## config.mk

```make
export PLATFORM = sky130hd
export DESIGN_NAME = slc_enc
export DESIGN_NICKNAME = d
export VERILOG_FILES = /design/src/rtl/sorted_key_list_top_defines.svh /design/src/rtl/slc_pkg.sv /design/src/rtl/slc_enc.sv
export SDC_FILE = /design/constraint.sdc
export NUM_CORES = 1
export LEC_CHECK = 0
export BUFFER_PORTS_ARGS = -buffer_cell sky130_fd_sc_hd__buf_2
export CAP_MARGIN = 20
export CORE_AREA = 2 2 40 42
export DETAILED_ROUTE_END_ITERATION = 8
export DIE_AREA = 0 0 42 44
export PLACE_DENSITY = 0.84
export REMOVE_ABC_BUFFERS = 1
export SLEW_MARGIN = 20
export SYNTH_ARGS = -nofsm -noshare
export SYNTH_HDL_FRONTEND = slang
export SYNTH_SLANG_ARGS = --single-unit
```

## constraint.sdc

```tcl
create_clock -name vclk -period 1.7
set_input_delay 0.085 -clock vclk [all_inputs]
set_output_delay 0.085 -clock vclk [all_outputs]
set_load 0.05 [all_outputs]
```

## src/rtl/sorted_key_list_top_defines.svh

```systemverilog
// Assertion macros for the sorted key list.
// Each expects clk and rst_n in the scope where it is used.
`ifndef SORTED_KEY_LIST_TOP_DEFINES_SVH
`define SORTED_KEY_LIST_TOP_DEFINES_SVH

// Same-cycle implication.
`define SLC_ASSERT_IMP(name, cond, prop, msg) \
    name: assert property (@(posedge clk) disable iff (!rst_n) (cond) |-> (prop)) \
        else $error(msg);

// Next-cycle implication.
`define SLC_ASSERT_NEXT(name, cond, prop, msg) \
    name: assert property (@(posedge clk) disable iff (!rst_n) (cond) |=> (prop)) \
        else $error(msg);

`endif

```

## src/rtl/slc_pkg.sv

```systemverilog
`timescale 1ns / 1ps

package slc_pkg;

    localparam int CAPACITY = 64;
    localparam int CNT_W    = $clog2(CAPACITY + 1);
    localparam int IDX_W    = $clog2(CAPACITY);

    localparam int CMD_W    = 3;
    localparam int KEY_W    = 32;
    localparam int PIDX_W   = 6;
    localparam int STATUS_W = 3;
    localparam int POS_W    = 6;
    localparam int MATCH_W  = 7;
    localparam int ENTRY_W  = 7;

    localparam logic [KEY_W-1:0] KEY_INVALID = {1'b1, {(KEY_W-1){1'b0}}};

    typedef enum logic [CMD_W-1:0] {
        CMD_INSERT        = 3'd0,
        CMD_INSERT_UNIQUE = 3'd1,
        CMD_INDEX_OF      = 3'd2,
        CMD_COUNT         = 3'd3,
        CMD_REMOVE_AT     = 3'd4,
        CMD_GET_AT        = 3'd5
    } cmd_t;

    typedef enum logic [STATUS_W-1:0] {
        ST_OK       = 3'd0,
        ST_NOTFOUND = 3'd1,
        ST_DUP      = 3'd2,
        ST_FULL     = 3'd3,
        ST_INVALID  = 3'd4
    } status_t;

    typedef enum logic [1:0] {
        S_IDLE,
        S_CMP,
        S_UPD
    } state_t;

    typedef enum logic [1:0] {
        CELL_HOLD,
        CELL_CMP,
        CELL_INS,
        CELL_DEL
    } cell_op_t;

    // broadcast from the controller to every cell
    typedef struct packed {
        cell_op_t                op;
        logic signed [KEY_W-1:0] key;
        logic [IDX_W-1:0]        idx;
    } cell_ctrl_t;

    // what a cell shows its neighbors
    typedef struct packed {
        logic signed [KEY_W-1:0] key;
        logic                    valid;
        logic                    lt;
        logic                    le;
    } cell_state_t;

    // boundary flags of the lower and upper bound
    typedef struct packed {
        logic lt_hit;
        logic le_hit;
    } cell_hit_t;

endpackage

```

## src/rtl/slc_enc.sv

```systemverilog
`timescale 1ns / 1ps

module slc_enc (
    input  logic [slc_pkg::CAPACITY:0]   hit_vec,
    output logic [slc_pkg::CNT_W-1:0]    pos
);

    // exactly one bit is set: the bound lies where a prefix of flags ends
    always_comb
    begin
        pos = '0;
        for (int i = 0; i <= slc_pkg::CAPACITY; i++)
        begin
            if (hit_vec[i])
            begin
                pos = pos | slc_pkg::CNT_W'(i);
            end
        end
    end

endmodule

```

* Word-level counts from Yosys, hierarchy flattened
Cells that the tools add are included.
** Storage, ports and cells
- Input port bits :: 65
- Word-level logic and storage cells :: 64
- Register bits :: 0
** Operators by class
- Mux-type cells :: 64
** Operator list (number)
- $mux W6 :: 32
- $mux W5 :: 16
- $mux W4 :: 8
- $mux W3 :: 4
- $mux W7 :: 1
- $mux W2 :: 2
- $mux W1 :: 1

* Logic depth before layout (Yosys ltp)
Gate-level depths: netlist (run 1).
- Depth in word-level cells :: 64
- Mapped depth :: 3

* Worst setup path after synthesis (run 1)
Ideal clock, no wire load.
- Path kind :: input to output
- From :: input port hit_vec[24] (netlist name)
- To :: output port pos[3] (netlist name)
- Arrival :: 1.722 ns
- Stages :: 3
- Path slack :: -0.107 ns
- Path buffers :: 0
- Cells stage by stage :: or4_1 > or4_1 > or4_1
** On the way
- Cells in the longest elaborated chain, start to end :: 41
** Ends and longest elaborated chain
- start, declared :: RTL line slc_enc.sv:4 : input logic [slc_pkg::CAPACITY:0] hit_vec,
- $mux W5 (8 in series) :: RTL line slc_enc.sv:14 : if (hit_vec[i])
- $mux W6 (32 in series) :: RTL line slc_enc.sv:14
- $mux W7 :: RTL line slc_enc.sv:14
- end, declared :: RTL line slc_enc.sv:5 : output logic [slc_pkg::CNT_W-1:0] pos
Every way passes these cells.

* Final worst setup path (run 1)
- From :: input port hit_vec[26] (netlist name)
- To :: output port pos[3] (netlist name)
** On the way
- Cells in the longest elaborated chain, start to end :: 39
** Ends and longest elaborated chain (RTL line)
- $mux W5 (6 in series) :: slc_enc.sv:14
- $mux W6 (32 in series) :: slc_enc.sv:14
- $mux W7 :: slc_enc.sv:14
Every way passes these cells.

==> run_results.csv, run 1 <==
group,metric,value,unit
floorplanning,fp.coreArea,1420,µm²
pwr,p_total,0.000114,W
grt,grt.overflow.total,0,
critical_path,cp_cell_sequence,"buf_6 > or4_4 > or4_4 > or4_4 > buf_8",
timing,clock.fmax,0.538,GHz
yosys,yosys_warnings,0,
timing,fin_crit_sh,109,%
grt,grt_pass1_wl,2970,µm
yosys,syn_avg_cell_area,6.26,µm²
yosys,netlist_area,319,µm²
critical_path,slowest_stage,"or4_4",
grt,antenna_found_initial,0,
critical_path,worstSetupPathType,"primary input to output pin",
hold_path,hp-class,"primary input to output pin",
critical_path,required,1620,ps
yosys,synth_top_area_share,35.3,%
pwr,irDropWorstVdd,0.0000572,V
timing,slew_headroom,72.3,%
layout,clkbuf_count,0,
layout,diodes,0,
critical_path,crit_path_start_kind,"primary input",
pwr,p_leak,0.333,nW
timing,setup_ws,-160,ps
timing,period_needed,1860,ps
grt,grt_use_total,19.7,%
layout,design.seq.count,0,
timing,drv_slew,0,
status,violations,"setup timing",
floorplanning,io_pins,72,
route,vias_per_cell,5.41,
critical_path,slowest_delay,520,ps
route,drc_errors,0,
grt,grt_max_degree,4,
floorplanning,dieArea,1850,µm²
critical_path,path_buf_inv,2,
grt,grt_pass1_vias,753,
yosys,synth.yosys.seq_area_share,0,%
route,wl_per_cell,13.5,µm
place,routabilityCongestion,0.870,
critical_path,worstPathArrival,1770,ps
status,run_status,"complete, but fails checks",
route,drt_first_iter_violations,8,
route,drt_wl_total,1860,µm
job,cap_violations,0,
timing,rsz0062_at_grt,"yes",
yosys,ys_top_cells_by_area,"nor4_1 35%, or4_1 14%, nor3_1 7.8%",
critical_path,cp_max_fo,2,
floorplanning,fp.dieW,42,µm
floorplanning,start_util,22.5,%
layout,area_growth,125,%
floorplanning,row_count,14,
timing,hold_viol,0,
timing,setup_violations,1,
layout,fin_nets,188,
place,port_buffers,69,
yosys,ys_types,16,
timing,worst_pin_slew,411,ps
layout,design_area,719,µm²
route,vias,741,
route,dr.pass1.iters,4,
place,placed_cell_area,692,µm²
yosys,yosysTopAreaCell,"nor4_1",
critical_path,worstSetupEndpointType,"output pin",
place,dp_slack,-198,ps
layout,regArea,0,µm²
yosys,netlist_instances,51,
floorplanning,die_y,44,µm
pwr,p_per_area,158,nW/µm²
layout,drive_gt1_share,62.8,%
route,ant_nets,0,
critical_path,cp_common_cell,"or4_4",
critical_path,cp_top_family,"simple AND/OR/NAND/NOR gates",
## metal layers
metal	global-route usage, %	wire, µm	vias up
li1	-	-	365
met1	23.5	783	331
met2	37.8	876	45
met3	4.58	196	0
met4	0	0	0
met5	0	0	-
## kinds of logic after synthesis
logic type             synth area share [%]
and+or+nand+nor                        97.6
buffers and inverters                  2.35
## placed cells by master, fill, tap and decap left out, drive strengths merged
cell type	netlist	layout
nand3	2	2
nor3	5	5
and4	1	1
nand4bb	1	1
buf	1	71
nand3b	1	1
nor4bb	1	1
nor4	18	18
nor2	3	3
or2	2	2
nand2	3	3
and3	2	2
or3	2	2
nand4	2	2
nand4b	1	1
or4	6	6
## Yosys cell counts
master	number
nor4_1	18
or4_1	6
nor3_1	5
nand2_1	3
nor2_1	3
and3_1	2
nand3_1	2
nand4_1	2
or2_2	2
or3_1	2
and4_1	1
buf_4	1
nand3b_1	1
nand4b_1	1
nand4bb_1	1
nor4bb_1	1
## path summary, 6_finish.rpt
kind | start | end | cells after the start
setup / recovery | hit_vec[26] | pos[3] | 5
hold / removal | hit_vec[64] | pos[6] | 0
## power by group
part	switching, W	leakage (nW)	internal, W	total, W
clock	0	0	0	0
combinational	0.0000471	0.333	0.0000666	0.000114
sequential	0	0	0	0
## stage by stage
| stage | std cells | util (%) | setup TNS, ps | hold WS (ps) |
|---|---|---|---|---|
| 6_report | 137 | 50.7 | -160 | 170 |
| 5_1_grt | 137 | 50.7 | -186 | 170 |
| 4_1_cts | 137 | 49.5 | -174 | 170 |
| 3_5_place_dp | 137 | 48.8 | -198 | 170 |
| 3_3_place_gp | 137 | 48.8 | -191 | 170 |
| 2_1_floorplan | 50 | - | -107 | 170 |
## cell type report
type / instances / area [µm²]
fill: 154 / 699
tap: 16 / 20.0
multi-input combinational: 50 / 323
timing repair buffer: 71 / 377
## repair_timing
item | CTS | global route
hold buffers | 0 | 0
resized for setup | 3 | 4
buffers inserted | 0 | 0
gates cloned | 0 | 0
setup endpoints to repair | 1 | 1
pin swaps | 0 | 1
No activity file was read; power rests on OpenSTA's default activity.
==> run 2: changes to the inputs <==
PLACE_DENSITY = 0.81   (was 0.84)
==> run 2 against run 1 <==
Compared with the run above: the run still ends with setup timing left; global-route usage grew 0.17 points; cell count grew 2.2%; combinational power grew 4%; largest power group unchanged; worst hold slack is the same; highest routed layer is now met4; routed wire length grew 0.22%; first-iteration DRC count shrank 25%; largest cell class unchanged.
==> run_results.csv, run 2 (same netlist as run 1, synthesis figures left out) <==
group,metric,value,unit
place,port_buffers,69,
critical_path,cp_common_cell,"or4_4",
route,vias,737,
layout,mostFrequentLayoutCells,"68 x buf_2, 18 x nor4_1, 5 x nor3_1, 5 x buf_4",
grt,grt_pass1_vias,755,
status,violations,"setup timing",
timing,fin_crit_sh,111,%
timing,setup_violations,1,
route,drt_first_iter_violations,6,
floorplanning,die_y,44,µm
timing,period_needed,1880,ps
critical_path,worstPathArrival,1800,ps
layout,design.seq.count,0,
timing,hold_viol,0,
layout,regArea,0,µm²
status,run_status,"complete, but fails checks",
floorplanning,row_count,14,
critical_path,worstSetupEndpointType,"output pin",
timing,setup_ws,-181,ps
route,drc_errors,0,
timing,tns,-181,ps
route,vias_per_cell,5.26,
layout,diodes,0,
critical_path,required,1620,ps
hold_path,min_from,"hit_vec[64]",
layout,area_growth,131,%
layout,drive_gt1_share,63.7,%
timing,worst_pin_slew,383,ps
critical_path,slowest_stage,"or4_4",
place,dp_cells,140,
place,dp_hpwl,1730,µm
timing,drv_slew,0,
cts,post_cts_hold_buffer_count,0,
floorplanning,start_util,22.5,%
hold_path,hp-class,"primary input to output pin",
layout,fill_cells,153,
floorplanning,fp.dieW,42,µm
pwr,irDropWorstVdd,0.0000815,V
critical_path,slowest_delay,530,ps
critical_path,cp_max_fo,2,
layout,finalNonFillerCells,140,
critical_path,crit_path_start_kind,"primary input",
layout,multi_input_area,323,µm²
hold_path,hold_depth,0,
grt,antenna_found_initial,0,
layout,post-route-util,51.9,%
grt,grt.overflow.total,0,
route,wl_per_cell,13.3,µm
place,routabilityCongestion,0.886,
timing,slew_headroom,74.3,%
layout,final_common_cell,"buf_2",
layout,fin_nets,191,
pwr,p_leak,0.346,nW
pwr,p_per_area,160,nW/µm²
place,dp_slack,-210,ps
route,ant_nets,0,
grt,grt_max_degree,4,
grt,grt_pass1_wl,2990,µm
route,dr.pass1.iters,4,
timing,holdWs,170,ps
critical_path,cp_cell_sequence,"buf_2 > or4_4 > or4_4 > or4_4 > buf_8",
job,cap_violations,0,
floorplanning,io_pins,72,
grt,grt_use_total,19.8,%
floorplanning,dieArea,1850,µm²
layout,clkbuf_count,0,
timing,rsz0062_at_grt,"yes",
floorplanning,fp.coreArea,1420,µm²
critical_path,worstSetupPathType,"primary input to output pin",
hold_path,whs_endpoint,"pos[6]",
timing,clock.fmax,0.532,GHz
route,drt_wl_total,1860,µm
==> run 2: per-layer routing <==
metal	share of wire [%]	global-route usage, %
met1	41	23.2
met2	47	36.9
met3	11	5.00
met4	1.1	3.23
met5	0	0
==> run 2: how the worst max path moves through the flow <==
stage	startpoint	endpoint	depth (start not counted)
after floorplan	hit_vec[24]	pos[3]	3
after global routing	hit_vec[24]	pos[3]	5
final	hit_vec[24]	pos[3]	5
after detailed placement	hit_vec[24]	pos[3]	5
after global placement	hit_vec[24]	pos[3]	5
after CTS	hit_vec[24]	pos[3]	5
==> run 2: critical path: cells and delay by family <==
| kind | cells | cell delay [ps] |
|---|---|---|
| AND/OR/NAND/NOR | 3 | 1450 |
| buffers and inverters | 2 | 270 |
==> run 2: timing repair <==
item / CTS / global route
endpoints found under the setup margin: 1 / 1
gates resized for setup: 3 / 3
buffers inserted: 0 / 0
==> run 2: through the flow <==
step | instance area [µm²] | total power [W]
2_1_floorplan | 312 | 0.0000170
3_3_place_gp | 714 | 0.000112
3_5_place_dp | 714 | 0.000115
4_1_cts | 724 | 0.000116
5_1_grt | 736 | 0.000129
6_report | 736 | 0.000118
==> run 2: cell type report <==
class	count	area share (%)
timing repair buffer	74	53.4
tap	16	2.72
multi-input combinational	50	43.9
==> run 2: where the power goes <==
group / internal, W / switching, W / total, W
logic: 0.0000694 / 0.0000481 / 0.000118
registers: 0 / 0 / 0
clock network: 0 / 0 / 0
